<file path="src/hdl/assert_macros.svh">
// assertion macros shared by the directory hash block
`ifndef ASSERT_MACROS_SVH
`define ASSERT_MACROS_SVH
`ifndef SYNTHESIS
`define DBM_ASSERT(label, prop) \
   label: assert property (@(posedge clock) disable iff (reset) prop) \
      else $error("assertion failed");
`define DBM_ASSERT_NEXT(label, pre, post) \
   label: assert property (@(posedge clock) disable iff (reset) pre |=> post) \
      else $error("assertion failed");
`else
`define DBM_ASSERT(label, prop)
`define DBM_ASSERT_NEXT(label, pre, post)
`endif
`endif

</file>
<file path="src/hdl/dbm_pkg.sv">
// constants, tables and types of the directory hash block
package dbm_pkg;

   localparam int DIR_BITS    = 4096;
   localparam int ROW_W       = 32;
   localparam int ROWS        = (DIR_BITS + ROW_W - 1) / ROW_W;
   localparam int ROW_AW      = $clog2(ROWS);
   localparam int COL_W       = $clog2(ROW_W);
   localparam int MASK_W      = $clog2(DIR_BITS) + 1;
   localparam int BIT_NUM_W   = MASK_W + 1;
   localparam int SPLIT_W     = $clog2(DIR_BITS + 1);
   localparam int HASH_W      = 32;
   localparam int ISUM_W      = 6;
   localparam int NIB_W       = 4;
   localparam int BYTE_W      = 8;
   localparam int OUT_W       = 13;
   localparam int STATUS_W    = 2;
   localparam int CMDQ_DEPTH  = 2;
   localparam int CMDQ_AW     = $clog2(CMDQ_DEPTH);
   localparam int CMDQ_CNT_W  = $clog2(CMDQ_DEPTH + 1);

   localparam logic FUNC_KEY    = 1'b0;
   localparam logic FUNC_SPLIT  = 1'b1;
   localparam logic KIND_LOCATE = 1'b0;
   localparam logic KIND_SPLIT  = 1'b1;

   typedef enum logic [STATUS_W-1:0] {
      STATUS_OK        = 2'd0,
      STATUS_READ_ONLY = 2'd1,
      STATUS_RANGE     = 2'd2
   } status_type;

   typedef struct packed {
      logic              is_split;
      logic [HASH_W-1:0] hash;
   } cmd_type;

   localparam logic [ISUM_W-1:0] NIB_STEP [16] = '{
      6'd61, 6'd57, 6'd53, 6'd49, 6'd45, 6'd41, 6'd37, 6'd33,
      6'd29, 6'd25, 6'd21, 6'd17, 6'd13, 6'd9,  6'd5,  6'd1
   };

   localparam logic [HASH_W-1:0] LONG_TAB [64] = '{
      32'o06100151277, 32'o06106161736, 32'o06452611562, 32'o05001724107,
      32'o02614772546, 32'o04120731531, 32'o04665262210, 32'o07347467531,
      32'o06735253126, 32'o06042345173, 32'o03072226605, 32'o01464164730,
      32'o03247435524, 32'o07652510057, 32'o01546775256, 32'o05714532133,
      32'o06173260402, 32'o07517101630, 32'o02431460343, 32'o01743245566,
      32'o00261675137, 32'o02433103631, 32'o03421772437, 32'o04447707466,
      32'o04435620103, 32'o03757017115, 32'o03641531772, 32'o06767633246,
      32'o02673230344, 32'o00260612216, 32'o04133454451, 32'o00615531516,
      32'o06137717526, 32'o02574116560, 32'o02304023373, 32'o07061702261,
      32'o05153031405, 32'o05322056705, 32'o07401116734, 32'o06552375715,
      32'o06165233473, 32'o05311063631, 32'o01212221723, 32'o01052267235,
      32'o06000615237, 32'o01075222665, 32'o06330216006, 32'o04402355630,
      32'o01451177262, 32'o02000133436, 32'o06025467062, 32'o07121076461,
      32'o03123433522, 32'o01010635225, 32'o01716177066, 32'o05161746527,
      32'o01736635071, 32'o06243505026, 32'o03637211610, 32'o01756474365,
      32'o04723077174, 32'o03642763134, 32'o05750130273, 32'o03655541561
   };

endpackage

</file>
<file path="src/hdl/dbm_key_hash_bucket_locate_unit.sv">
// top level of the key hash and directory bucket locate block
// key byte: one nibble table step per cycle, low nibble then high; next byte taken right after
// locate: after the last byte the command is queued, then the walker reads and checks bitmap rows
// split: refused when read-only or out of range, else a read-modify-write of one 32-bit bitmap row
// the directory walk reads one bitmap row per level, at most 13, and sets the locate rate
// after reset a clearing pass over the DIR_BITS / 32 = 128 bitmap rows runs with full held high
module dbm_key_hash_bucket_locate_unit (
   input  logic                          clock,
   input  logic                          reset,
   input  logic                          push,
   output logic                          full,
   input  logic                          req_func,
   input  logic [7:0]                    req_key_byte,
   input  logic                          req_byte_valid,
   input  logic                          req_last_byte,
   output logic                          empty,
   input  logic                          pop,
   output logic [dbm_pkg::HASH_W-1:0]    rsp_key_hash,
   output logic [dbm_pkg::OUT_W-1:0]     rsp_bucket,
   output logic [dbm_pkg::OUT_W-1:0]     rsp_level_mask,
   output logic [dbm_pkg::STATUS_W-1:0]  rsp_status,
   output logic                          rsp_kind,
   input  logic                          csr_wr_en,
   input  logic                          csr_wr_data
);

   import dbm_pkg::*;

   logic    clear_busy;
   logic    q_push;
   cmd_type q_push_data;
   logic    q_full;
   logic    q_pop;
   cmd_type q_pop_data;
   logic    q_empty;

   dbm_hash_front u_front (
      .clock          (clock),
      .reset          (reset),
      .push           (push),
      .full           (full),
      .req_func       (req_func),
      .req_key_byte   (req_key_byte),
      .req_byte_valid (req_byte_valid),
      .req_last_byte  (req_last_byte),
      .clear_busy     (clear_busy),
      .cmd_push       (q_push),
      .cmd_data       (q_push_data),
      .cmd_full       (q_full)
   );

   dbm_cmd_queue u_queue (
      .clock     (clock),
      .reset     (reset),
      .push      (q_push),
      .push_data (q_push_data),
      .full      (q_full),
      .pop       (q_pop),
      .pop_data  (q_pop_data),
      .empty     (q_empty)
   );

   dbm_dir_walk u_walk (
      .clock          (clock),
      .reset          (reset),
      .csr_wr_en      (csr_wr_en),
      .csr_wr_data    (csr_wr_data),
      .cmd_empty      (q_empty),
      .cmd_data       (q_pop_data),
      .cmd_pop        (q_pop),
      .clear_busy     (clear_busy),
      .empty          (empty),
      .pop            (pop),
      .rsp_key_hash   (rsp_key_hash),
      .rsp_bucket     (rsp_bucket),
      .rsp_level_mask (rsp_level_mask),
      .rsp_status     (rsp_status),
      .rsp_kind       (rsp_kind)
   );

endmodule

</file>
<file path="src/hdl/dbm_ram.sv">
// generic simple dual-port ram with registered read
module dbm_ram #(
   parameter int DATA_W = 32,
   parameter int DEPTH  = 128,
   parameter int ADDR_W = $clog2(DEPTH)
) (
   input  logic              clock,
   input  logic              wr_en,
   input  logic [ADDR_W-1:0] wr_addr,
   input  logic [DATA_W-1:0] wr_data,
   input  logic [ADDR_W-1:0] rd_addr,
   output logic [DATA_W-1:0] rd_data
);

   logic [DATA_W-1:0] mem_ff [DEPTH];
   logic [DATA_W-1:0] rd_data_ff;

   always_ff @(posedge clock) begin
      if (wr_en) begin
         mem_ff[wr_addr] <= wr_data;
      end
      rd_data_ff <= mem_ff[rd_addr];
   end

   assign rd_data = rd_data_ff;

endmodule

</file>
<file path="src/hdl/dbm_hash_front.sv">
// front end: takes key bytes, runs the nibble hash and issues commands
module dbm_hash_front (
   input  logic                                 clock,
   input  logic                                 reset,
   input  logic                                 push,
   output logic                                 full,
   input  logic                                 req_func,
   input  logic [7:0]                           req_key_byte,
   input  logic                                 req_byte_valid,
   input  logic                                 req_last_byte,
   input  logic                                 clear_busy,
   output logic                                 cmd_push,
   output dbm_pkg::cmd_type                     cmd_data,
   input  logic                                 cmd_full
);

   import dbm_pkg::*;

   typedef enum logic [1:0] {
      F_IDLE,
      F_HI,
      F_PUSH
   } state_type;

   state_type          state_ff;
   logic [HASH_W-1:0]  hash_ff;
   logic [ISUM_W-1:0]  isum_ff;
   logic [NIB_W-1:0]   hi_nib_ff;
   logic               last_ff;
   logic               split_ff;

   logic [NIB_W-1:0]   nib;
   logic [ISUM_W-1:0]  isum_step;
   logic [HASH_W-1:0]  hash_step;
   logic               accept;

   always_comb begin
      nib       = (state_ff == F_HI) ? hi_nib_ff : req_key_byte[NIB_W-1:0];
      isum_step = isum_ff + NIB_STEP[nib];
      hash_step = hash_ff + LONG_TAB[isum_step];
   end

   assign full     = (state_ff != F_IDLE) || clear_busy;
   assign accept   = push && !full;
   assign cmd_push = (state_ff == F_PUSH) && !cmd_full;

   always_comb begin
      cmd_data.is_split = split_ff;
      cmd_data.hash     = split_ff ? '0 : hash_ff;
   end

   always_ff @(posedge clock) begin
      if (reset) begin
         state_ff  <= F_IDLE;
         hash_ff   <= '0;
         isum_ff   <= '0;
         hi_nib_ff <= '0;
         last_ff   <= 1'b0;
         split_ff  <= 1'b0;
      end else begin
         unique case (state_ff)
            F_IDLE: begin
               if (accept) begin
                  if (req_func == FUNC_SPLIT) begin
                     split_ff <= 1'b1;
                     state_ff <= F_PUSH;
                  end else if (req_byte_valid) begin
                     hash_ff   <= hash_step;
                     isum_ff   <= isum_step;
                     hi_nib_ff <= req_key_byte[BYTE_W-1:NIB_W];
                     last_ff   <= req_last_byte;
                     state_ff  <= F_HI;
                  end else if (req_last_byte) begin
                     split_ff <= 1'b0;
                     state_ff <= F_PUSH;
                  end
               end
            end
            F_HI: begin
               hash_ff  <= hash_step;
               isum_ff  <= isum_step;
               split_ff <= 1'b0;
               state_ff <= last_ff ? F_PUSH : F_IDLE;
            end
            F_PUSH: begin
               if (!cmd_full) begin
                  if (!split_ff) begin
                     hash_ff <= '0;
                     isum_ff <= '0;
                  end
                  state_ff <= F_IDLE;
               end
            end
            default: begin
               state_ff <= F_IDLE;
            end
         endcase
      end
   end

endmodule

</file>
<file path="src/hdl/dbm_cmd_queue.sv">
// short command queue between the hash front end and the directory walker
module dbm_cmd_queue (
   input  logic             clock,
   input  logic             reset,
   input  logic             push,
   input  dbm_pkg::cmd_type push_data,
   output logic             full,
   input  logic             pop,
   output dbm_pkg::cmd_type pop_data,
   output logic             empty
);

   import dbm_pkg::*;

   cmd_type                entry_ff [CMDQ_DEPTH];
   logic [CMDQ_AW-1:0]     wr_ptr_ff;
   logic [CMDQ_AW-1:0]     rd_ptr_ff;
   logic [CMDQ_CNT_W-1:0]  count_ff;
   logic                   do_push;
   logic                   do_pop;

   assign full     = (count_ff == CMDQ_CNT_W'(CMDQ_DEPTH));
   assign empty    = (count_ff == '0);
   assign do_push  = push && !full;
   assign do_pop   = pop && !empty;
   assign pop_data = entry_ff[rd_ptr_ff];

   always_ff @(posedge clock) begin
      if (do_push) begin
         entry_ff[wr_ptr_ff] <= push_data;
      end
   end

   always_ff @(posedge clock) begin
      if (reset) begin
         wr_ptr_ff <= '0;
         rd_ptr_ff <= '0;
         count_ff  <= '0;
      end else begin
         if (do_push) begin
            wr_ptr_ff <= (wr_ptr_ff == CMDQ_AW'(CMDQ_DEPTH - 1)) ? '0 : wr_ptr_ff + 1'b1;
         end
         if (do_pop) begin
            rd_ptr_ff <= (rd_ptr_ff == CMDQ_AW'(CMDQ_DEPTH - 1)) ? '0 : rd_ptr_ff + 1'b1;
         end
         if (do_push && !do_pop) begin
            count_ff <= count_ff + 1'b1;
         end else if (do_pop && !do_push) begin
            count_ff <= count_ff - 1'b1;
         end
      end
   end

endmodule

</file>
<file path="src/hdl/dbm_dir_walk.sv">
// back end: directory bitmap walk, split marking and result register
`include "assert_macros.svh"

module dbm_dir_walk (
   input  logic                          clock,
   input  logic                          reset,
   input  logic                          csr_wr_en,
   input  logic                          csr_wr_data,
   input  logic                          cmd_empty,
   input  dbm_pkg::cmd_type              cmd_data,
   output logic                          cmd_pop,
   output logic                          clear_busy,
   output logic                          empty,
   input  logic                          pop,
   output logic [dbm_pkg::HASH_W-1:0]    rsp_key_hash,
   output logic [dbm_pkg::OUT_W-1:0]     rsp_bucket,
   output logic [dbm_pkg::OUT_W-1:0]     rsp_level_mask,
   output logic [dbm_pkg::STATUS_W-1:0]  rsp_status,
   output logic                          rsp_kind
);

   import dbm_pkg::*;

   typedef enum logic [2:0] {
      B_CLEAR,
      B_IDLE,
      B_WALK_RD,
      B_WALK_CHK,
      B_SPLIT_RD,
      B_SPLIT_WR
   } state_type;

   state_type              state_ff;
   logic [ROW_AW-1:0]      clr_cnt_ff;
   logic [HASH_W-1:0]      hash_ff;
   logic [MASK_W-1:0]      mask_ff;
   logic [SPLIT_W-1:0]     last_split_ff;
   logic                   read_only_ff;
   logic                   out_valid_ff;
   logic [HASH_W-1:0]      out_hash_ff;
   logic [OUT_W-1:0]       out_bucket_ff;
   logic [OUT_W-1:0]       out_mask_ff;
   logic [STATUS_W-1:0]    out_status_ff;
   logic                   out_kind_ff;

   logic [MASK_W-1:0]      blk;
   logic [BIT_NUM_W-1:0]   bit_num;
   logic                   bit_in_range;
   logic [ROW_AW-1:0]      bit_row;
   logic [COL_W-1:0]       bit_col;
   logic [ROW_AW-1:0]      split_row;
   logic [COL_W-1:0]       split_col;
   logic                   split_in_range;
   logic                   ram_we;
   logic [ROW_AW-1:0]      ram_waddr;
   logic [ROW_W-1:0]       ram_wdata;
   logic [ROW_AW-1:0]      ram_raddr;
   logic [ROW_W-1:0]       ram_rdata;

   always_comb begin
      blk            = hash_ff[MASK_W-1:0] & mask_ff;
      bit_num        = BIT_NUM_W'(blk) + BIT_NUM_W'(mask_ff);
      bit_in_range   = (bit_num < BIT_NUM_W'(DIR_BITS));
      bit_row        = bit_num[COL_W +: ROW_AW];
      bit_col        = bit_num[COL_W-1:0];
      split_row      = last_split_ff[COL_W +: ROW_AW];
      split_col      = last_split_ff[COL_W-1:0];
      split_in_range = (last_split_ff < SPLIT_W'(DIR_BITS));
      ram_we         = (state_ff == B_CLEAR) || (state_ff == B_SPLIT_WR);
      ram_waddr      = (state_ff == B_CLEAR) ? clr_cnt_ff : split_row;
      ram_wdata      = (state_ff == B_CLEAR) ? '0 : (ram_rdata | (ROW_W'(1) << split_col));
      ram_raddr      = (state_ff == B_SPLIT_RD) ? split_row : bit_row;
   end

   dbm_ram #(
      .DATA_W (ROW_W),
      .DEPTH  (ROWS)
   ) u_bitmap (
      .clock   (clock),
      .wr_en   (ram_we),
      .wr_addr (ram_waddr),
      .wr_data (ram_wdata),
      .rd_addr (ram_raddr),
      .rd_data (ram_rdata)
   );

   assign cmd_pop        = (state_ff == B_IDLE) && !cmd_empty && !out_valid_ff;
   assign clear_busy     = (state_ff == B_CLEAR);
   assign empty          = !out_valid_ff;
   assign rsp_key_hash   = out_hash_ff;
   assign rsp_bucket     = out_bucket_ff;
   assign rsp_level_mask = out_mask_ff;
   assign rsp_status     = out_status_ff;
   assign rsp_kind       = out_kind_ff;

   always_ff @(posedge clock) begin
      if (reset) begin
         state_ff      <= B_CLEAR;
         clr_cnt_ff    <= '0;
         mask_ff       <= '0;
         last_split_ff <= '0;
         read_only_ff  <= 1'b0;
         out_valid_ff  <= 1'b0;
      end else begin
         if (csr_wr_en) begin
            read_only_ff <= csr_wr_data;
         end
         if (pop && out_valid_ff) begin
            out_valid_ff <= 1'b0;
         end
         unique case (state_ff)
            B_CLEAR: begin
               clr_cnt_ff <= clr_cnt_ff + 1'b1;
               if (clr_cnt_ff == ROW_AW'(ROWS - 1)) begin
                  state_ff <= B_IDLE;
               end
            end
            B_IDLE: begin
               if (cmd_pop) begin
                  if (cmd_data.is_split) begin
                     out_hash_ff   <= '0;
                     out_bucket_ff <= '0;
                     out_mask_ff   <= '0;
                     out_kind_ff   <= KIND_SPLIT;
                     if (read_only_ff) begin
                        out_status_ff <= STATUS_READ_ONLY;
                        out_valid_ff  <= 1'b1;
                     end else if (!split_in_range) begin
                        out_status_ff <= STATUS_RANGE;
                        out_valid_ff  <= 1'b1;
                     end else begin
                        state_ff <= B_SPLIT_RD;
                     end
                  end else begin
                     hash_ff  <= cmd_data.hash;
                     mask_ff  <= '0;
                     state_ff <= B_WALK_RD;
                  end
               end
            end
            B_WALK_RD: begin
               if (bit_in_range) begin
                  state_ff <= B_WALK_CHK;
               end else begin
                  last_split_ff <= SPLIT_W'(DIR_BITS);
                  out_hash_ff   <= hash_ff;
                  out_bucket_ff <= OUT_W'(blk);
                  out_mask_ff   <= OUT_W'(mask_ff);
                  out_status_ff <= STATUS_OK;
                  out_kind_ff   <= KIND_LOCATE;
                  out_valid_ff  <= 1'b1;
                  state_ff      <= B_IDLE;
               end
            end
            B_WALK_CHK: begin
               if (ram_rdata[bit_col]) begin
                  mask_ff  <= {mask_ff[MASK_W-2:0], 1'b1};
                  state_ff <= B_WALK_RD;
               end else begin
                  last_split_ff <= SPLIT_W'(bit_num);
                  out_hash_ff   <= hash_ff;
                  out_bucket_ff <= OUT_W'(blk);
                  out_mask_ff   <= OUT_W'(mask_ff);
                  out_status_ff <= STATUS_OK;
                  out_kind_ff   <= KIND_LOCATE;
                  out_valid_ff  <= 1'b1;
                  state_ff      <= B_IDLE;
               end
            end
            B_SPLIT_RD: begin
               state_ff <= B_SPLIT_WR;
            end
            B_SPLIT_WR: begin
               out_status_ff <= STATUS_OK;
               out_valid_ff  <= 1'b1;
               state_ff      <= B_IDLE;
            end
            default: begin
               state_ff <= B_IDLE;
            end
         endcase
      end
   end

   // level mask always of the form 2^k - 1
   `DBM_ASSERT(a_mask_form, ((mask_ff & (mask_ff + MASK_W'(1))) == '0))
   // asserts that no split writes the bitmap while read-only
   `DBM_ASSERT(a_split_not_ro, ((state_ff == B_SPLIT_WR) |-> !read_only_ff))
   // no command leaves the queue during the clearing pass
   `DBM_ASSERT(a_no_pop_clear, (cmd_pop |-> (state_ff != B_CLEAR)))
   // a waiting transaction is neither lost nor overwritten
   `DBM_ASSERT_NEXT(a_rsp_hold, (out_valid_ff && !pop),
      (out_valid_ff && $stable(out_hash_ff) && $stable(out_status_ff) && $stable(out_kind_ff)))

endmodule
</file>
<file path="config.mk">
export PLATFORM = sky130hd
export DESIGN_NAME = dbm_key_hash_bucket_locate_unit
export DESIGN_NICKNAME = d
export VERILOG_FILES = /design/src/hdl/dbm_pkg.sv /design/src/hdl/dbm_key_hash_bucket_locate_unit.sv /design/src/hdl/dbm_ram.sv /design/src/hdl/dbm_hash_front.sv /design/src/hdl/dbm_cmd_queue.sv /design/src/hdl/dbm_dir_walk.sv
export VERILOG_INCLUDE_DIRS = /design/src /design/src/hdl
export SDC_FILE = /design/constraint.sdc
export NUM_CORES = 2
export LEC_CHECK = 0
export BUFFER_PORTS_ARGS = -buffer_cell sky130_fd_sc_hd__buf_2
export CAP_MARGIN = 20
export CELL_PAD_IN_SITES_DETAIL_PLACEMENT = 0
export CELL_PAD_IN_SITES_GLOBAL_PLACEMENT = 1
export CORE_MARGIN = 1.5
export CORE_UTILIZATION = 30
export DETAILED_ROUTE_END_ITERATION = 12
export PLACE_DENSITY = 0.57
export SLEW_MARGIN = 20
export SYNTH_ARGS = -nofsm -noshare
export SYNTH_HDL_FRONTEND = slang
export SYNTH_MEMORY_MAX_BITS = 65536
export SYNTH_SLANG_ARGS = --single-unit
</file>
<file path="constraint.sdc">
create_clock -name clock -period 6.63 [get_ports clock]
set_input_delay 0.663 -clock clock [delete_from_list [all_inputs] [get_ports clock]]
set_output_delay 0.663 -clock clock [all_outputs]
set_load 0.005 [all_outputs]
</file>
# Word-level counts from Yosys, hierarchy flattened
# Memories as Yosys holds them, arrays and structs flattened. A register that Yosys moved wholly into a read port is not among the register bits.
# Index checks and enable logic that the tools add are counted.
[word_totals] mem_bits_ro=2144 n_memories=4 out_inout_bits=63 inputBits=17 elab_cells=204 ram_bits=4162 latchBits=0 ff_bits=181
[mem_list] name="u_walk.u_bitmap.mem_ff" depth=128 width=32 rd=1 rd_ports_with_merged_regs=1 write_ports=1 line_no="dbm_ram.sv:15" rtl="logic [DATA_W-1:0] mem_ff [DEPTH];"
[mem_list] name="(no name shown)" depth=64 width=32 rd=1 rd_ports_with_merged_regs=0 write_ports=0 line_no="dbm_hash_front.sv:40" rtl="hash_step = hash_ff + LONG_TAB[isum_step];"
[mem_list] name="(no name shown)" depth=16 width=6 rd=1 rd_ports_with_merged_regs=0 write_ports=0 line_no="dbm_hash_front.sv:39" rtl="isum_step = isum_ff + NIB_STEP[nib];"
[mem_list] name="u_queue.entry_ff" depth=2 width=33 rd=1 rd_ports_with_merged_regs=1 write_ports=1 line_no="dbm_cmd_queue.sv:15" rtl="cmd_type entry_ff [CMDQ_DEPTH];"
[classes] n_bitwise=7 order_cmp=5 n_div=0 n_reduce_logical=38 n_eq_ne=27 mux=93 n_addsub=8 n_mul=0 shifts=1
[ops] cell="32-bit two-way mux" count=13
[ops] cell="32-bit case mux with 3 select lines" count=2
[ops] cell="13-bit two-way mux" count=11
[ops] cell="13-bit case mux with 3 select lines" count=2
[ops] cell="13-bit case mux with 2 select lines" count=2
[ops] cell="6-bit two-way mux" count=7
[ops] cell="32-bit adder" count=1
[ops] cell="2-bit two-way mux" count=16
[ops] cell="32-bit OR" count=1
[ops] cell="1-bit by 5-bit left shift with 32-bit output (first input constant)" count=1
[ops] cell="1-bit two-way mux" count=24
[ops] cell="4-bit AND reduction" count=5
[ops] cell="2-bit inequality test (second input constant)" count=9
[ops] cell="6-bit case mux with 3 select lines" count=1
[ops] cell="3-bit two-way mux" count=5
[ops] cell="3-bit case mux with 5 select lines" count=1
[ops] cell="13-bit by 13-bit adder with 14-bit output" count=1
[ops] cell="14-bit by 13-bit < comparator with 1-bit output (second input constant)" count=1
[ops] cell="7-bit two-way mux" count=2
[ops] cell="13-bit AND" count=1
[ops] cell="13-bit < comparator (second input constant)" count=1
[ops] cell="6-bit AND reduction" count=2
[ops] cell="2-bit nonzero test" count=5
[ops] cell="1-bit logical AND" count=9
[ops] cell="36 further kinds" count=56

# Longest topological paths before layout
[depth] depth_word=16 ltp_mapped=26 mapped_depth_nobuf=24

# Hierarchy
# From an unflattened synthesis, not the netlist that was laid out.
[unflattened] cells_unflattened=7746 area_unflattened_um2=172242.7
[by_module_without_submodules] mod="dbm_ram" area_each_um2=156276.1 cells_each=5990 seq_area_each_um2=123638.6 instances=1
[by_module_without_submodules] mod="dbm_hash_front" area_each_um2=6967.9 cells_each=1028 seq_area_each_um2=920.9 instances=1
[by_module_without_submodules] mod="dbm_dir_walk" area_each_um2=6407.4 cells_each=600 seq_area_each_um2=3553.4 instances=1
[by_module_without_submodules] mod="dbm_cmd_queue" area_each_um2=2591.2 cells_each=128 seq_area_each_um2=2082.0 instances=1

# Worst setup path after synthesis
# No wires, ideal clock.
[synth_timing] path_kind="reg-to-reg" start="register u_front.state_ff[0]" end="register u_front.hash_ff[30]" path_slack_ns=0.987 n_path_buf=4 required_time_ns=6.493 path_stages_with_launch=27 t_arrival_ns=5.506 setup_time_ns=0.137 synth_period_minus_slack_ns=5.643 cell_sequence="dfxtp_1 nand2b_1 clkbuf_1 mux2i_1 ha_1 ha_1 clkbuf_1 clkinv_1 clkbuf_1 clkbuf_1 ha_1 o211ai_1 o211ai_1 o21ai_0 ha_1 inv_1 fa_1 nand3b_1 a21oi_1 o21ai_0 a2111oi_0 nor2_1 o21ai_0 a31oi_1 nor3_1 o21a_1 nor3_1"
[synth_between] elab_chain_cells=16 elab_cells_between_ends=29 cone_classes="add/sub: 2; eq/ne: 7; mux: 9; bitwise: 2; reduce/logical: 7; memory: 2"
[synth_rtl] item="start, declared" line_no="dbm_hash_front.sv:25" rtl="state_type state_ff;"
[synth_rtl] item="start signal, assigned" line_no="dbm_hash_front.sv:83" rtl="state_ff <= last_ff ? F_PUSH : F_IDLE;"
[synth_rtl] item="2-bit by 1-bit == test with 1-bit output" line_no="dbm_hash_front.sv:38, dbm_hash_front.sv:61"
[synth_rtl] item="4-bit two-way mux" line_no="dbm_hash_front.sv:38" rtl="nib = (state_ff == F_HI) ? hi_nib_ff : req_key_byte[NIB_W-1:0];"
[synth_rtl] item="4-bit inverter with 5-bit output (not written as such)" line_no="dbm_hash_front.sv:39"
[synth_rtl] item="memory read 16 x 6 bit"
[synth_rtl] item="6-bit two-way mux (not written as such) (2 in series)" line_no="dbm_hash_front.sv:39"
[synth_rtl] item="6-bit adder" line_no="dbm_hash_front.sv:39"
[synth_rtl] item="6-bit inverter with 7-bit output (not written as such)" line_no="dbm_hash_front.sv:40"
[synth_rtl] item="memory read 64 x 32 bit"
[synth_rtl] item="32-bit two-way mux (not written as such) (2 in series)" line_no="dbm_hash_front.sv:40"
[synth_rtl] item="32-bit adder" line_no="dbm_hash_front.sv:40"
[synth_rtl] item="32-bit two-way mux" line_no="dbm_hash_front.sv:67" rtl="end else if (req_byte_valid) begin"
[synth_rtl] item="32-bit two-way mux" line_no="dbm_hash_front.sv:64" rtl="if (req_func == FUNC_SPLIT) begin"
[synth_rtl] item="32-bit two-way mux" line_no="dbm_hash_front.sv:63" rtl="if (accept) begin"
[synth_rtl] item="32-bit case mux with 3 select lines" line_no="dbm_hash_front.sv:61" rtl="unique case (state_ff)"
[synth_rtl] item="end signal, assigned" line_no="dbm_hash_front.sv:68" rtl="hash_ff <= hash_step;"
[synth_rtl] item="end signal, assigned" line_no="dbm_hash_front.sv:80" rtl="hash_ff <= hash_step;"
[synth_rtl] item="end, declared" line_no="dbm_hash_front.sv:26" rtl="logic [HASH_W-1:0] hash_ff;"
# Parallel ways exist; a longest one is shown, timed or not. The select of a mux whose other input is x is not followed.
# A chain may end at the register's enable or synchronous reset.

# Worst setup path after layout
[layout_timing] start="register u_front.state_ff[0]" end="register u_front.hash_ff[31]"
# Same word-level chain as after synthesis.

==> results.txt <==
Ranked by total cell area, the synthesized netlist is headed by sky130_fd_sc_hd__edfxtp_1, sky130_fd_sc_hd__mux4_2, sky130_fd_sc_hd__mux2i_1, sky130_fd_sc_hd__nand2_1, sky130_fd_sc_hd__dfxtp_1. The number of buffers added for setup after CTS is 0. Once detailed placement completed, the half-perimeter wirelength came to 329 mm. The buffer levels on the longest clock path is 4. The post-synthesis average cell area is roughly 18 µm². After layout, the worst setup slack is 0.420 ns. The source-to-sink clock delay at the later pin of the worst-skew pair came out at 1.07 ns.

The die covers 0.580 mm². The count of antenna-violating nets left after detailed routing came out at 0. The detailed-route via count came out at 94,400. The max-capacitance violation count came out at 0. The number of antenna violations at the first check in global routing is 54. TritonCTS built the clock tree. Measured against its own limit, the worst slew margin works out to 17.1%.

The multi-input logic area is between 0.04 and 0.05 mm². The post-synthesis cell area came out at between 0.15 and 0.2 mm². In this run, CTS created clock tree buffers numbering around 460.

The number of synthesized register bits came out at 4,376. The post-route minimum period came out at 6.21 ns. The global placement routability congestion is 0.834. Before CTS, the worst setup slack after placement is 0.0135 ns. After synthesis, flip-flops and latches occupy roughly 75% of the total area. The detailed-route wire length per cell is 30.3 µm.

The combined flip-flop and latch cell area is 0.130 mm². The aggregate routed wire length came out at approximately 540 mm. STA classifies the critical path startpoint as a flop. The number of clock sinks seen by CTS came out at 4,376. The required time of the critical path is 7.53 ns.

The largest fanout on the critical path is 12. The mean number of vias per cell came out at 5.26. The filler cells instantiated in the layout total 53,400. IR analysis of the VDD net gives a maximum drop of 0.225 mV. For the final routed database, the setup TNS stands at 0 ns. The number of global-route vias before repair came out at 94,900. sky130_fd_sc_hd__edfxtp_1 takes more of the synthesized area than any other cell. Clock skew on the completed layout was measured at 0.116 ns. During I/O placement, the number of pins put on the boundary was 80. The final net count is 10,000. The core region is around 0.57 mm².

The synthesized net count came out at 9,448. For this run the aggregate overflow at the end of global routing stands at 0. The worst setup path is captured at a flop. The count of pins over their slew limit came out at 0. The number of H-tree branching levels is 5. The die is 761 µm tall. The tree is rooted in a sky130_fd_sc_hd__clkbuf_16. The count of final hold-check violations came out at 0. The portion of synthesized cell area occupied by the leading cell type is 74.0%. The number of failing setup endpoints in the final timing report is 0.

The maximum operating frequency is 161 MHz. The total DRC errors in the routed layout is 0. The number of DRC violations after detailed-routing iteration 0 is around 11,000.

The number of distinct library cells after synthesis came out at 80. After clock tree synthesis, the clock-pin slew on the worst setup and hold paths is 0.06 ns. The relative area change from synthesis to final layout is 17.1%. Among all flip-flop cells after synthesis, the most frequent one is sky130_fd_sc_hd__edfxtp_1. The warning count from the yosys run came out at 0.

The fraction of final layout cells sized beyond drive strength 1 is 23.2%. The flow ran to the end, and the final reports show no timing, DRC or antenna violations. After technology mapping, the gate count stands at 9,366. The effective utilization at floorplan is 30.1%. The wire length of the first global-routing pass is 755 mm. Power spread over the standard cell area amounts to about 280 mW/mm². The setup check on the worst reg-to-reg path leaves a slack of 0.42 ns.

The final period utilization came out at 93.7%. The largest net degree at the start of global routing came out at about 100. The initialized floorplan defines 278 standard-cell rows.

The critical path start-end classification is reg -> reg. The pre-antenna-repair detailed-routing pass consisted of 5 iterations. The min-delay analysis places its worst path in the category in -> reg. The number of port buffers is 79. The total track usage is 18.1%. The minimum hold slack came out at 0.191 ns. The die span in x is 761 µm.

The static leakage came out at ~56 nW. The final core utilization came out at 35.3%. Counting flops with a built-in enable in the synthesized netlist gives 4,255. For this run, asynchronously set or reset flops after synthesis account for 0%. Data on the critical path arrives at its endpoint at around 7.1 ns. The transition time of the tightest slew-check pin is between 1 and 1.5 ns.
[sequential cells by signal, indices dropped and copies added, names as in the netlist, 3 cells and up, named ones only]
signal / flops
u_walk.mask_ff: 13
u_walk.rsp_level_mask: 13
u_front.hi_nib_ff: 4
u_walk.hash_ff: 32
u_walk.clr_cnt_ff: 7
u_queue.entry_ff: 66
u_walk.last_split_ff: 13
u_walk.u_bitmap.rd_data: 32
u_walk.u_bitmap.mem_ff: 4096
u_walk.state_ff: 3
u_walk.rsp_key_hash: 32
u_front.hash_ff: 32
u_walk.rsp_bucket: 13
u_front.isum_ff: 6
[cell usage in the layout (no fill, tap or decap), drive strengths merged, types with 31 or more instances in the layout]
| cell | count |
|---|---|
| ha | 64 |
| a21oi | 208 |
| a32oi | 76 |
| a22o | 53 |
| a311o | 32 |
| a211oi | 122 |
| and4 | 31 |
| mux2 | 34 |
| inv | 38 |
| dfxtp | 121 |
| o21ai | 94 |
| and2 | 54 |
| clkbuf | 567 |
| clkinv | 210 |
| edfxtp | 4255 |
| nand4 | 44 |
| nor2 | 332 |
| nor3 | 55 |
| a221oi | 95 |
| a31oi | 69 |
| o22ai | 127 |
| mux4 | 771 |
| nand2 | 834 |
| buf | 707 |
| bufinv | 46 |
| a2111oi | 38 |
| diode | 32 |
| mux2i | 402 |
| nand3 | 476 |
| nor2b | 59 |
[metal layers]
| metal | up-vias | wire length (µm) | GRT usage, % |
|---|---|---|---|
| met5 | - | 30 | 0 |
| met4 | 4 | 17300 | 5.55 |
| met3 | 746 | 35800 | 2.56 |
| met2 | 3564 | 261000 | 29.8 |
| met1 | 50700 | 230000 | 25.1 |
| li1 | 39400 | - | - |
[path summary, 6_finish.rpt]
kind | startpoint | endpoint | depth (start not counted)
worst max-delay path | u_front.state_ff[0]$_SDFFE_PP0P_ | u_front.hash_ff[31]$_SDFFE_PP0P_ | 27
worst max register to register | u_front.state_ff[0]$_SDFFE_PP0P_ | u_front.hash_ff[31]$_SDFFE_PP0P_ | 27
worst min-delay path | req_byte_valid | u_front.state_ff[1]$_SDFFE_PP0P_ | 4
worst min register to register | u_front.last_ff$_SDFFE_PP0P_ | u_front.state_ff[1]$_SDFFE_PP0P_ | 2
[power breakdown]
group	internal, W	switching [W]	leakage (nW)	total [W]
combinational	0.000263	0.000488	17.1	0.000752
clock	0.0146	0.0111	7.24	0.0257
sequential	0.0300	0.0000356	31.5	0.0300
[area by class of cell]
type	instances	share of cell area, %
sequential	4376	64.4
multi-input combinational	4374	20.4
clock buffer	567	5.92
tap	7560	4.68
timing repair buffer	716	3.00
clock inverter	280	1.48
inverter	29	0.0538
antenna	32	0.0396
[metrics by stage]
| stage | instances | cell area (µm²) | total power (W) |
|---|---|---|---|
| after global placement | 17000 | 187000 | 0.0313 |
| after global routing | 17900 | 202000 | 0.0579 |
| after floorplan | 9366 | 173000 | 0.0309 |
| after CTS | 17900 | 202000 | 0.0569 |
| after detailed placement | 17000 | 187000 | 0.0313 |
| final | 17900 | 202000 | 0.0565 |
[cell families (layout without fill, tap and decap cells)]
kind of cell,count (synthesis),count (layout),synth area share (%)
flops,4376,4376,75.4
simple gates,1981,1981,5.19
mux,1207,1207,12.6
compound gates,1067,1067,4.35
buf+inv,616,1592,1.64
fa+ha+maj,65,65,0.476
xor+xnor,54,54,0.274
other cells,0,32,0
[what timing repair did]
action / CTS / global route
endpoints found under the hold margin: 8 / 0
setup endpoints to repair: 1 / 6
pin swaps: 0 / 1
gates resized for setup: 2 / 9
hold buffers: 9 / 0
[Yosys cell counts (54+ instances only)]
cell                       instances
sky130_fd_sc_hd__edfxtp_1       4255
sky130_fd_sc_hd__nand2_1         832
sky130_fd_sc_hd__mux4_2          771
sky130_fd_sc_hd__nand3_1         476
sky130_fd_sc_hd__mux2i_1         402
sky130_fd_sc_hd__nor2_1          331
sky130_fd_sc_hd__clkbuf_1        310
sky130_fd_sc_hd__a21oi_1         208
sky130_fd_sc_hd__o22ai_1         127
sky130_fd_sc_hd__buf_2           123
sky130_fd_sc_hd__a211oi_1        121
sky130_fd_sc_hd__dfxtp_1         121
sky130_fd_sc_hd__a221oi_1         95
sky130_fd_sc_hd__o21ai_0          93
sky130_fd_sc_hd__a32oi_1          76
sky130_fd_sc_hd__buf_1            75
sky130_fd_sc_hd__a31oi_1          69
sky130_fd_sc_hd__ha_1             64
sky130_fd_sc_hd__nor2b_1          59
sky130_fd_sc_hd__buf_4            57
sky130_fd_sc_hd__and2_1           54
[critical path: stages, from the launching register on]
cell                        delay, ns
sky130_fd_sc_hd__dfxtp_1         0.44
sky130_fd_sc_hd__nand2b_1        0.21
sky130_fd_sc_hd__mux2i_1         0.28
sky130_fd_sc_hd__ha_1            0.32
sky130_fd_sc_hd__a31oi_4         0.29
sky130_fd_sc_hd__buf_4           0.19
sky130_fd_sc_hd__o21bai_1        0.07
sky130_fd_sc_hd__a21oi_1         0.15
sky130_fd_sc_hd__buf_4           0.15
sky130_fd_sc_hd__xor2_4          0.11
sky130_fd_sc_hd__buf_4           0.24
sky130_fd_sc_hd__a2111oi_1       0.43
sky130_fd_sc_hd__a31oi_1         0.10
sky130_fd_sc_hd__a21oi_1         0.27
sky130_fd_sc_hd__ha_1            0.30
sky130_fd_sc_hd__and3_1          0.18
sky130_fd_sc_hd__a221oi_1        0.28
sky130_fd_sc_hd__buf_4           0.17
sky130_fd_sc_hd__nor3_2          0.05
sky130_fd_sc_hd__o21ai_0         0.23
sky130_fd_sc_hd__buf_4           0.16
sky130_fd_sc_hd__a21oi_1         0.12
sky130_fd_sc_hd__o21ai_1         0.29
sky130_fd_sc_hd__o21ai_0         0.18
sky130_fd_sc_hd__o41ai_1         0.29
sky130_fd_sc_hd__buf_4           0.18
sky130_fd_sc_hd__nor4bb_1        0.30
sky130_fd_sc_hd__or3_1           0.15
(Power assumes the default switching activity.)
